**config.mk**
```make
export PLATFORM = sky130hd
export DESIGN_NAME = pva_stream_deframer_top
export DESIGN_NICKNAME = d
export VERILOG_FILES = /design/src/rtl/core/pvadf_pkg.sv /design/src/rtl/core/pvadf_out.sv /design/src/rtl/core/pva_stream_deframer_top.sv
export SDC_FILE = /design/constraint.sdc
export NUM_CORES = 1
export LEC_CHECK = 0
export ABC_AREA = 1
export ABC_CLOCK_PERIOD_IN_PS = 8070
export BUFFER_PORTS_ARGS = -buffer_cell sky130_fd_sc_hd__clkbuf_2
export CAP_MARGIN = 20
export CORE_ASPECT_RATIO = 1.75
export CORE_MARGIN = 2
export CORE_UTILIZATION = 25
export DETAILED_ROUTE_END_ITERATION = 6
export HOLD_SLACK_MARGIN = 0.1
export PLACE_DENSITY = 0.46
export SYNTH_ARGS = -nofsm -noshare
export SYNTH_HDL_FRONTEND = slang
export SYNTH_SLANG_ARGS = --single-unit
export TNS_END_PERCENT = 100
```
**constraint.sdc**
```tcl
create_clock -name aclk -period 8.07 [get_ports aclk]
set_input_delay 2.421 -clock aclk [delete_from_list [all_inputs] [get_ports aclk]]
set_output_delay 2.421 -clock aclk [all_outputs]
set_load 0.005 [all_outputs]
```
**src/rtl/core/pvadf_pkg.sv**
```systemverilog
// shared types, phase codes and field widths for the pva stream deframer
package pvadf_pkg;

    typedef enum logic [4:0] {
        PH_HUNT, PH_A, PH_V, PH_TYPE, PH_CNT, PH_RSV, PH_FLAGS, PH_SZH, PH_SZL,
        PH_VPTS, PH_PRE, PH_DATA, PH_HOLD, PH_ASKIP, PH_APFL, PH_AHLEN, PH_AHDR
    } phase_t;

    localparam int PTS_W     = 33;
    localparam int MAX_RES   = 3;
    localparam int RES_CNT_W = 2;

    localparam logic [7:0] CHAR_A      = 8'h41;
    localparam logic [7:0] CHAR_V      = 8'h56;
    localparam logic [7:0] SYNC_BYTE   = 8'h55;
    localparam logic [7:0] FLAG_PTS    = 8'h10;
    localparam logic [7:0] PES_PTS_FLG = 8'h80;
    localparam logic [7:0] TYPE_VIDEO  = 8'h01;
    localparam logic [7:0] TYPE_AUDIO  = 8'h02;

    localparam logic [1:0] CFG_LIMIT = 2'd0;
    localparam logic [1:0] CFG_VEN   = 2'd1;
    localparam logic [1:0] CFG_AEN   = 2'd2;
    localparam logic [1:0] CFG_FIX   = 2'd3;

    localparam logic KIND_PAYLOAD = 1'b0;
    localparam logic KIND_LOST    = 1'b1;

    // one result word, tdata fields without tlast
    typedef struct packed {
        logic              seg_end;
        logic              new_pts;
        logic              seg_start;
        logic [PTS_W-1:0]  pts_ticks;
        logic              stream_kind;
        logic [7:0]        data_byte;
        logic              kind;
    } res_t;

    // up to three results made from one input word
    typedef struct packed {
        logic [RES_CNT_W-1:0] cnt;
        res_t [MAX_RES-1:0]   res;
    } res_group_t;

endpackage

```
**src/rtl/core/pvadf_out.sv**
```systemverilog
// output buffer: holds one group of up to three results and sends them one by one
module pvadf_out (
    input  logic                  aclk,
    input  logic                  aresetn,
    input  logic                  grp_valid,
    input  pvadf_pkg::res_group_t grp,
    output logic                  grp_ready,
    output logic                  m_tvalid,
    input  logic                  m_tready,
    output pvadf_pkg::res_t       m_res,
    output logic                  m_last
);
    import pvadf_pkg::*;

    res_group_t           grp_reg;
    logic                 full_reg;
    logic [RES_CNT_W-1:0] idx_reg;
    logic                 fin;

    assign m_tvalid  = full_reg;
    assign m_res     = grp_reg.res[idx_reg];
    assign m_last    = (idx_reg == grp_reg.cnt - RES_CNT_W'(1));
    assign fin       = full_reg && m_tready && m_last;
    assign grp_ready = !full_reg || fin;

    always_ff @(posedge aclk) begin
        if (!aresetn) begin
            full_reg <= 1'b0;
            idx_reg  <= '0;
        end else if (grp_ready) begin
            full_reg <= grp_valid && (grp.cnt != '0);
            idx_reg  <= '0;
        end else if (m_tready) begin
            idx_reg <= idx_reg + RES_CNT_W'(1);
        end
    end

    always_ff @(posedge aclk) begin
        if (grp_ready) begin
            grp_reg <= grp;
        end
    end

    assert property (@(posedge aclk) disable iff (!aresetn)
        m_tvalid |-> (grp_reg.cnt != '0)) else $error("buffer holds empty group");
    assert property (@(posedge aclk) disable iff (!aresetn)
        m_tvalid |-> (idx_reg < grp_reg.cnt)) else $error("result index past count");
    assert property (@(posedge aclk) disable iff (!aresetn)
        (m_tvalid && !m_tready) |=> $stable(idx_reg)) else $error("index moved while stalled");

endmodule

```
**src/rtl/core/pva_stream_deframer_top.sv**
```systemverilog
// top level of the pva stream deframer: byte parser and result buffer
// the first result word of an accepted input word is offered in the cycle after
// throughput: one input word per cycle while each gives at most one result and m_tready
//   is high; a word with several results holds the input until all have been sent
// reset: synchronous active-low aresetn returns to sync hunting, clears pts state
//   and restores register defaults (limit 6144, all enables on)
module pva_stream_deframer_top (
    input  logic        aclk,
    input  logic        aresetn,
    input  logic        s_tvalid,
    output logic        s_tready,
    input  logic [7:0]  s_tdata,   // byte_value [7:0]
    input  logic        s_tuser,   // action
    output logic        m_tvalid,
    input  logic        m_tready,
    output logic [47:0] m_tdata,   // kind, data_byte, stream_kind, pts_ticks[32:0],
                                   // segment_start, new_pts, segment_end, zero pad
    output logic        m_tlast,   // last result of this input word
    input  logic        cfg_we,
    input  logic [1:0]  cfg_addr,
    input  logic [15:0] cfg_wdata
);
    import pvadf_pkg::*;

    // configuration registers
    logic [15:0] limit_reg;
    logic        ven_reg, aen_reg, fix_reg;

    always_ff @(posedge aclk) begin
        if (!aresetn) begin
            limit_reg <= 16'd6144;
            ven_reg   <= 1'b1;
            aen_reg   <= 1'b1;
            fix_reg   <= 1'b1;
        end else if (cfg_we) begin
            case (cfg_addr)
                CFG_LIMIT: limit_reg <= cfg_wdata;
                CFG_VEN:   ven_reg   <= cfg_wdata[0];
                CFG_AEN:   aen_reg   <= cfg_wdata[0];
                CFG_FIX:   fix_reg   <= cfg_wdata[0];
                default:   ;
            endcase
        end
    end

    // parser state
    phase_t      phase_reg, phase_next;
    logic [31:0] win_reg, win_next;
    logic [15:0] scnt_reg, scnt_next;
    logic [7:0]  ptype_reg, ptype_next;
    logic [7:0]  pflags_reg, pflags_next;
    logic [15:0] psize_reg, psize_next;
    logic [15:0] left_reg, left_next;
    logic [39:0] asm_reg, asm_next;
    logic [7:0]  pesfl_reg, pesfl_next;
    logic [7:0]  hleft_reg, hleft_next;
    logic [23:0] hold_reg, hold_next;
    logic [1:0]  hcnt_reg, hcnt_next;
    logic [1:0]  pre_reg, pre_next;
    logic [PTS_W-1:0] pvpts_reg, pvpts_next;
    logic [PTS_W-1:0] vpts_reg, vpts_next;
    logic [PTS_W-1:0] apts_reg, apts_next;
    logic        vknown_reg, vknown_next;
    logic        aknown_reg, aknown_next;
    logic [2:0]  pcnt_reg, pcnt_next;
    logic        first_reg, first_next;
    logic        fresh_reg, fresh_next;
    logic        pesok_reg, pesok_next;

    res_group_t grp;
    logic       grp_ready;
    logic       take;
    res_t       m_res;

    assign s_tready = grp_ready;
    assign take     = s_tvalid && s_tready;

    // candidate results are built with the current stream and pts
    function automatic res_t mk(input logic [7:0] b, input logic sk, input logic [PTS_W-1:0] p,
                                input logic st, input logic np, input logic en);
        res_t r;
        r.kind = KIND_PAYLOAD; r.data_byte = b; r.stream_kind = sk; r.pts_ticks = p;
        r.seg_start = st; r.new_pts = np; r.seg_end = en;
        return r;
    endfunction

    logic [7:0] b;
    logic       endp;
    logic       vid_ok, aud_ok;
    logic       fin_pes, pts_good;
    logic [PTS_W-1:0] apts_dec;
    logic       rel_hold;
    logic [1:0] rel_cnt;
    logic       rel_end;

    always_comb begin
        b        = s_tdata;
        vid_ok   = (ptype_reg == TYPE_VIDEO) && ven_reg;
        aud_ok   = (ptype_reg == TYPE_AUDIO) && aen_reg;
        phase_next = phase_reg; win_next = win_reg; scnt_next = scnt_reg;
        ptype_next = ptype_reg; pflags_next = pflags_reg; psize_next = psize_reg;
        left_next = left_reg; asm_next = asm_reg; pesfl_next = pesfl_reg;
        hleft_next = hleft_reg; hold_next = hold_reg; hcnt_next = hcnt_reg;
        pre_next = pre_reg; pvpts_next = pvpts_reg; vpts_next = vpts_reg;
        apts_next = apts_reg; vknown_next = vknown_reg; aknown_next = aknown_reg;
        pcnt_next = pcnt_reg; first_next = first_reg; fresh_next = fresh_reg;
        pesok_next = pesok_reg;
        grp = '0;
        endp = 1'b0;
        fin_pes = 1'b0;
        rel_hold = 1'b0; rel_cnt = 2'd0; rel_end = 1'b0;
        pts_good = 1'b0;
        apts_dec = '0;

        if (s_tuser) begin
            // resync: forget pts and hunt
            vknown_next = 1'b0; aknown_next = 1'b0;
            phase_next = PH_HUNT; win_next = '0; scnt_next = '0;
        end else begin
            if (phase_reg >= PH_VPTS) begin
                left_next = left_reg - 16'd1;
                endp = (left_next == '0);
            end
            case (phase_reg)
                PH_HUNT: begin
                    if (win_reg[31:24] == CHAR_A && win_reg[23:16] == CHAR_V
                        && b == SYNC_BYTE) begin
                        ptype_next = win_reg[15:8];
                        scnt_next = '0;
                        phase_next = PH_FLAGS;
                    end else begin
                        scnt_next = scnt_reg + 16'd1;
                        if (scnt_next == limit_reg) begin
                            scnt_next = '0;
                            grp.cnt = 2'd1;
                            grp.res[0] = '0;
                            grp.res[0].kind = KIND_LOST;
                        end
                    end
                    win_next = {win_reg[23:0], b};
                end
                PH_A: begin win_next = {24'd0, b}; phase_next = PH_V; end
                PH_V: begin
                    if (win_reg[7:0] == CHAR_A && b == CHAR_V) begin
                        phase_next = PH_TYPE;
                    end else begin
                        phase_next = PH_HUNT; win_next = '0; scnt_next = '0;
                    end
                end
                PH_TYPE: begin ptype_next = b; phase_next = PH_CNT; end
                PH_CNT:  phase_next = PH_RSV;
                PH_RSV:  phase_next = PH_FLAGS;
                PH_FLAGS: begin pflags_next = b; phase_next = PH_SZH; end
                PH_SZH: begin psize_next = {b, 8'd0}; phase_next = PH_SZL; end
                PH_SZL: begin
                    psize_next = {psize_reg[15:8], b};
                    left_next = psize_next;
                    if (psize_next == '0) begin
                        phase_next = PH_A;
                    end else if (ptype_reg == TYPE_VIDEO && (pflags_reg & FLAG_PTS) != '0) begin
                        phase_next = PH_VPTS; pcnt_next = '0; asm_next = '0;
                    end else if (ptype_reg == TYPE_AUDIO && (pflags_reg & FLAG_PTS) != '0) begin
                        phase_next = PH_ASKIP; hleft_next = 8'd7;
                    end else if (ptype_reg == TYPE_AUDIO && fix_reg) begin
                        phase_next = PH_HOLD; hcnt_next = '0; hold_next = '0;
                    end else begin
                        phase_next = PH_DATA; first_next = 1'b1; fresh_next = 1'b0;
                    end
                end
                PH_VPTS: begin
                    asm_next = {asm_reg[31:0], b};
                    pcnt_next = pcnt_reg + 3'd1;
                    if (pcnt_next == 3'd4) begin
                        pvpts_next = {1'b0, asm_next[31:0]};
                        pre_next = pflags_reg[1:0];
                        if (pre_next != '0) begin
                            phase_next = PH_PRE; first_next = 1'b1; fresh_next = 1'b0;
                        end else begin
                            vpts_next = pvpts_next; vknown_next = 1'b1;
                            phase_next = PH_DATA; first_next = 1'b1; fresh_next = 1'b1;
                        end
                    end
                end
                PH_PRE, PH_DATA: begin
                    if (vid_ok && vknown_reg) begin
                        grp.cnt = 2'd1;
                        grp.res[0] = mk(b, 1'b0, vpts_reg, first_reg, fresh_reg,
                                        endp || (phase_reg == PH_PRE && pre_reg == 2'd1));
                    end else if (aud_ok && aknown_reg) begin
                        grp.cnt = 2'd1;
                        grp.res[0] = mk(b, 1'b1, apts_reg, first_reg, fresh_reg,
                                        endp || (phase_reg == PH_PRE && pre_reg == 2'd1));
                    end
                    first_next = 1'b0;
                    if (phase_reg == PH_PRE) begin
                        pre_next = pre_reg - 2'd1;
                        if (pre_next == '0) begin
                            vpts_next = pvpts_reg; vknown_next = 1'b1;
                            phase_next = PH_DATA; first_next = 1'b1; fresh_next = 1'b1;
                        end
                    end
                end
                PH_HOLD: begin
                    hold_next = {hold_reg[15:0], b};
                    hcnt_next = hcnt_reg + 2'd1;
                    if (hcnt_next == 2'd3) begin
                        if (hold_next == 24'h000001) begin
                            phase_next = PH_ASKIP; hleft_next = 8'd4;
                        end else begin
                            rel_hold = 1'b1; rel_cnt = 2'd3; rel_end = endp;
                            phase_next = PH_DATA; first_next = 1'b0; fresh_next = 1'b0;
                        end
                    end
                end
                PH_ASKIP: begin
                    hleft_next = hleft_reg - 8'd1;
                    if (hleft_next == '0) phase_next = PH_APFL;
                end
                PH_APFL: begin pesfl_next = b; phase_next = PH_AHLEN; end
                PH_AHLEN: begin
                    hleft_next = b; pcnt_next = '0; asm_next = '0;
                    pesok_next = (pesfl_reg & PES_PTS_FLG) != '0 && b >= 8'd5;
                    if (b == '0) fin_pes = 1'b1;
                    else phase_next = PH_AHDR;
                end
                PH_AHDR: begin
                    if (pcnt_reg < 3'd5) begin
                        asm_next = {asm_reg[31:0], b};
                        pcnt_next = pcnt_reg + 3'd1;
                    end
                    hleft_next = hleft_reg - 8'd1;
                    if (hleft_next == '0) fin_pes = 1'b1;
                end
                default: begin
                    phase_next = PH_HUNT; win_next = '0; scnt_next = '0;
                end
            endcase

            if (fin_pes) begin
                pts_good = pesok_next && (asm_next[39:36] == 4'h2);
                apts_dec = {asm_next[35:33], asm_next[31:24], asm_next[23:17],
                            asm_next[15:8], asm_next[7:1]};
                if (pts_good) begin
                    apts_next = apts_dec; aknown_next = 1'b1;
                end
                phase_next = PH_DATA; first_next = 1'b1; fresh_next = pts_good;
            end

            if (endp) begin
                if (phase_next == PH_PRE) begin
                    vpts_next = pvpts_next; vknown_next = 1'b1;
                end else if (phase_next == PH_HOLD) begin
                    rel_hold = 1'b1; rel_cnt = hcnt_next; rel_end = 1'b1;
                end
                phase_next = PH_A;
            end

            // held bytes leave as audio of this packet, pts state as before this word
            if (rel_hold) begin
                fresh_next = 1'b0;
                if (ptype_reg == TYPE_AUDIO && aen_reg && aknown_reg) begin
                    grp.cnt = rel_cnt;
                    for (int i = 0; i < MAX_RES; i++) begin
                        if (2'(i) < rel_cnt) begin
                            grp.res[i] = mk(hold_next[8*(rel_cnt-2'd1-2'(i)) +: 8], 1'b1,
                                            apts_reg, i == 0, 1'b0,
                                            rel_end && (2'(i) == rel_cnt - 2'd1));
                        end
                    end
                end
            end
        end
    end

    always_ff @(posedge aclk) begin
        if (!aresetn) begin
            phase_reg <= PH_HUNT; win_reg <= '0; scnt_reg <= '0; ptype_reg <= '0;
            pflags_reg <= '0; psize_reg <= '0; left_reg <= '0; asm_reg <= '0;
            pesfl_reg <= '0; hleft_reg <= '0; hold_reg <= '0; hcnt_reg <= '0;
            pre_reg <= '0; pvpts_reg <= '0; vpts_reg <= '0; apts_reg <= '0;
            vknown_reg <= 1'b0; aknown_reg <= 1'b0; pcnt_reg <= '0;
            first_reg <= 1'b0; fresh_reg <= 1'b0; pesok_reg <= 1'b0;
        end else if (take) begin
            phase_reg <= phase_next; win_reg <= win_next; scnt_reg <= scnt_next;
            ptype_reg <= ptype_next; pflags_reg <= pflags_next; psize_reg <= psize_next;
            left_reg <= left_next; asm_reg <= asm_next; pesfl_reg <= pesfl_next;
            hleft_reg <= hleft_next; hold_reg <= hold_next; hcnt_reg <= hcnt_next;
            pre_reg <= pre_next; pvpts_reg <= pvpts_next; vpts_reg <= vpts_next;
            apts_reg <= apts_next; vknown_reg <= vknown_next; aknown_reg <= aknown_next;
            pcnt_reg <= pcnt_next; first_reg <= first_next; fresh_reg <= fresh_next;
            pesok_reg <= pesok_next;
        end
    end

    pvadf_out u_out (
        .aclk      (aclk),
        .aresetn   (aresetn),
        .grp_valid (take),
        .grp       (grp),
        .grp_ready (grp_ready),
        .m_tvalid  (m_tvalid),
        .m_tready  (m_tready),
        .m_res     (m_res),
        .m_last    (m_tlast)
    );

    assign m_tdata = {2'b00, m_res.seg_end, m_res.new_pts, m_res.seg_start, m_res.pts_ticks,
                      m_res.stream_kind, m_res.data_byte, m_res.kind};

    assert property (@(posedge aclk) disable iff (!aresetn)
        (take && s_tuser) |=> (phase_reg == PH_HUNT && !vknown_reg && !aknown_reg))
        else $error("resync did not clear pts state");
    assert property (@(posedge aclk) disable iff (!aresetn)
        (m_tvalid && m_tdata[0] == KIND_LOST) |-> (m_tdata[47:1] == '0))
        else $error("sync lost word carries payload");
    assert property (@(posedge aclk) disable iff (!aresetn)
        (take && phase_reg == PH_HUNT && !s_tuser) |=>
        (phase_reg == PH_HUNT || phase_reg == PH_FLAGS))
        else $error("hunt left to wrong phase");

endmodule

```
==> results.rst <==
.. list-table::
   :header-rows: 1

   * - Metric
     - Value
   * - Status
     - complete, no violations
   * - Number of distinct library cells after synthesis
     - 53
   * - Number of flip-flops in the largest register
     - 134
   * - Layout area overhead
     - 13.15%
   * - Internal power summed over all cells
     - 3596 µW
   * - Maximum operating frequency
     - 158.0 MHz
   * - Switching part of the total
     - 23.84%
   * - Total wirelength of the detailed-routed design
     - 78.65 mm
   * - DR DRC count
     - 0
   * - Number of DRC markers after the initial detailed-route iteration
     - 1367
   * - Async set or reset register ratio after synthesis
     - 0%
   * - Worst path slowest cell
     - sky130_fd_sc_hd__nand2_1
   * - Setup Fix Bufs, Post-CTS
     - 0
   * - CTS tree
     - yes
   * - Post-route clock skew
     - 0.02967 ns
   * - Max rail drop VDD
     - 0.1456 mV
   * - Static power due to leakage
     - 0.009767 µW
   * - Proportion of netlist area held by the largest area contributor
     - 25.90%
   * - Library cell with the largest summed area after synthesis
     - sky130_fd_sc_hd__dfxtp_1
   * - Wire length per cell after detailed routing
     - 18.30 µm
   * - Combinational group share of total power
     - 4.7%
   * - Cell types with the highest counts after synthesis
     - 539 x sky130_fd_sc_hd__nand2_1, 407 x sky130_fd_sc_hd__nor2_1, 345 x sky130_fd_sc_hd__a21oi_1
   * - Worst Setup Start Kind
     - input pin
   * - Port buffer count
     - 80
   * - Router iterations before antenna repair
     - 5
   * - Fraction of the yosys area taken by sequential cells
     - 43.67%
   * - Post-DR vias/cell
     - 4.911
   * - Multi-input combinational cell area
     - 10700 µm²
   * - H-tree depth reported by CTS
     - 2
   * - Post-synthesis cell area
     - 22650 µm²
   * - Register share of total power
     - 47.6%
   * - Total negative setup slack
     - 0 ns
   * - Inserted Clock Buffers
     - 45
   * - GPL Wtd Cong
     - 0.9282
   * - Unrepaired setup endpoints after global routing
     - false
   * - Ranking of synthesized cells by area
     - sky130_fd_sc_hd__dfxtp_1 26%, sky130_fd_sc_hd__edfxtp_1 18%, sky130_fd_sc_hd__nand2_1 8.9%
   * - Remaining global-route overflow
     - 0
   * - Die Width
     - 231.5 µm
   * - CP Cell Sequence
     - clkbuf_2 -> nor2_1 -> nand2_1 -> nor2_2 -> nand2_1 -> nand2_1 -> nor2_1 -> nand2_1 -> o21ai_0 -> nor2_2 -> nand3_2 -> o21ai_2 -> nand2_1 -> ha_1 -> inv_1 -> ha_1 -> nor2_1 -> nand3_1 -> o211ai_1 -> nand2_1 -> inv_1
   * - MaxCap Viol Count
     - 0
   * - Fraction of final layout cells sized beyond drive strength 1
     - 8.162%
   * - Largest fanout on the critical path
     - 18
   * - Crit-path max cell delay
     - 0.50 ns
   * - Half-perimeter wire length after detailed placement
     - 54.00 mm
   * - Number of global-route vias before repair
     - 20418
   * - Clk_lat worst skew
     - 0.61 ns
   * - Max-slew headroom at the worst pin
     - 25.21%
   * - Share of the clock period used by the worst path
     - 78.42%
   * - Final Hold Vio Count
     - 0
   * - Type of the worst setup path
     - in -> reg
   * - Number of max-slew violations in the final report
     - 0
   * - Clock root buffer
     - sky130_fd_sc_hd__clkbuf_16
   * - P_sw
     - 1126 µW
   * - Flops & latches, synth
     - 427
   * - Clock transition at the register clock pins on the worst setup and hold paths after CTS
     - 0.07 ns
   * - Mean area per synthesized cell
     - 7.257 µm²
   * - CTS-repair resized insts
     - 0
   * - Data arrival time at the worst-slack endpoint
     - 6.81 ns
   * - Hold/Removal Path Class
     - reg -> reg
   * - Total die area
     - 93110 µm²
   * - Number of instances in the synthesized netlist
     - 3121
   * - First-pass GRT wire length
     - 121.6 mm
   * - Total clock sinks
     - 427
   * - Fill cells
     - 9886
   * - Number of routed nets with antenna violations
     - 0
   * - Total number of yosys warnings
     - 0
   * - Power density relative to cell area
     - 184.2 nW/µm²
   * - Via count
     - 21104
   * - Largest net degree at the start of global routing
     - 125
   * - Placed instance area
     - 24050 µm²
   * - Rows
     - 146
   * - Number of top-level pins
     - 83
   * - Worst Path Required
     - 8.55 ns
   * - Sequential standard cell area
     - 9892 µm²
   * - Total routing resource utilization after global routing
     - 16.59%
   * - Post-route design area
     - 25630 µm²
   * - Endpoints failing setup
     - 0
   * - Post-layout nets
     - 3126
   * - Number of flops mapped to enable cells by yosys
     - 134
   * - Initial antenna violation count
     - 4
   * - Predominant post-synthesis flop cell
     - sky130_fd_sc_hd__dfxtp_1
   * - Most frequently used cell type in the post-synthesis netlist
     - sky130_fd_sc_hd__nand2_1
   * - Share of power burned in the clock network
     - 47.7%
   * - Count of hold-fix buffers inserted at cts
     - 0
   * - Maximum clock path buffer count
     - 3
   * - Effective utilization at floorplan
     - 25.15%
   * - Core region area
     - 90060 µm²
   * - Critical path capture point type
     - flip-flop
   * - Minimum clock period after layout
     - 6.328 ns
   * - Vertical die dimension
     - 402.2 µm
   * - Cell repeated most along the worst path
     - sky130_fd_sc_hd__nand2_1
   * - Slew at the pin with the worst max-slew slack
     - 1.122 ns
[layer usage]
| metal | global-route usage (%) | vias up | share of wire [%] | routed length, µm |
|---|---|---|---|---|
| met5 | 0 | - | 0.058 | 46 |
| met2 | 30.91 | 452 | 52 | 41150 |
| met4 | 6.553 | 8 | 3.7 | 2936 |
| met1 | 19.07 | 9993 | 40 | 31750 |
| met3 | 1.807 | 154 | 3.5 | 2762 |
| li1 | - | 10497 | - | - |
[cell families after synthesis]
| family | count (synthesis) | synth area share [%] |
|---|---|---|
| compound gates | 885 | 22.81 |
| other cells | 1 | 0.01656 |
| xor+xnor | 14 | 0.5414 |
| mux | 1 | 0.04420 |
| buf+inv | 550 | 9.375 |
| fa+ha+maj | 17 | 0.9392 |
| simple gates | 1226 | 22.61 |
| flops | 427 | 43.67 |
[through the flow]
stage | util, % | instances | total power, µW | worst slack (ns) | hold slack, ns
3_5_place_dp | 26.70 | 4213 | 2520 | 1.185 | 0.4436
6_report | 28.46 | 4297 | 4721 | 1.742 | 0.4595
4_1_cts | 28.44 | 4295 | 4783 | 1.785 | 0.4560
3_3_place_gp | 26.70 | 4213 | 2520 | 1.236 | 0.4414
5_1_grt | 28.45 | 4296 | 4875 | 1.301 | 0.4865
2_1_floorplan | - | 3122 | 2435 | 0.2474 | 0.4245
[power groups by stage]
stage / Sequential [µW] / Combinational [µW] / Clock [µW]
after CTS: 2250 / 224 / 2310
after detailed placement: 2300 / 223 / 0
final: 2250 / 222 / 2250
after global routing: 2250 / 246 / 2380
after global placement: 2300 / 223 / 0
after floorplan: 2290 / 145 / 0
[worst max-delay path: cells and delay by family]
kind,cells,cell delay (ns)
buffers and inverters,3,0.51
adder cells (fa/ha/maj),2,0.70
AO/OA/AOI/OAI,3,0.68
AND/OR/NAND/NOR,13,2.48
[cell usage in the layout, fill, tap and decap left out, types with 12 or more instances in the layout]
master                        n
sky130_fd_sc_hd__a211oi_1    64
sky130_fd_sc_hd__a21oi_1    344
sky130_fd_sc_hd__a221oi_1    49
sky130_fd_sc_hd__a31oi_1     14
sky130_fd_sc_hd__buf_4       33
sky130_fd_sc_hd__clkbuf_16   46
sky130_fd_sc_hd__clkbuf_2    79
sky130_fd_sc_hd__dfxtp_1    291
sky130_fd_sc_hd__edfxtp_1   134
sky130_fd_sc_hd__ha_1        17
sky130_fd_sc_hd__inv_1      324
sky130_fd_sc_hd__inv_2       14
sky130_fd_sc_hd__nand2_1    536
sky130_fd_sc_hd__nand3_1    171
sky130_fd_sc_hd__nand4_1     29
sky130_fd_sc_hd__nor2_1     407
sky130_fd_sc_hd__nor2_2      12
sky130_fd_sc_hd__nor3_1      21
sky130_fd_sc_hd__o21ai_0    260
sky130_fd_sc_hd__o22ai_1     45
sky130_fd_sc_hd__o31ai_1     43
sky130_fd_sc_hd__o32ai_1     32
[layout make-up]
class                      instances  share of cell area [%]
multi-input combinational       2145                   41.77
sequential                       427                   38.60
tap                             1184                   5.781
timing repair buffer             114                   2.666
clock buffer                      55                   4.780
antenna                            1                0.009765
clock inverter                    27                   1.338
inverter                         344                   5.058
[path summary, 6_finish.rpt]
path	slack [ns]	from	cells past startpoint	end
max reg2reg	2.77	phase_reg[2]	20	u_out.grp_reg[6]
min	0.46	pesok_reg	2	pesok_reg
max	1.74	s_tdata[3]	21	u_out.grp_reg[52]
min reg2reg	0.46	pesok_reg	2	pesok_reg
Note: power is estimated with default switching activity, not from simulation.
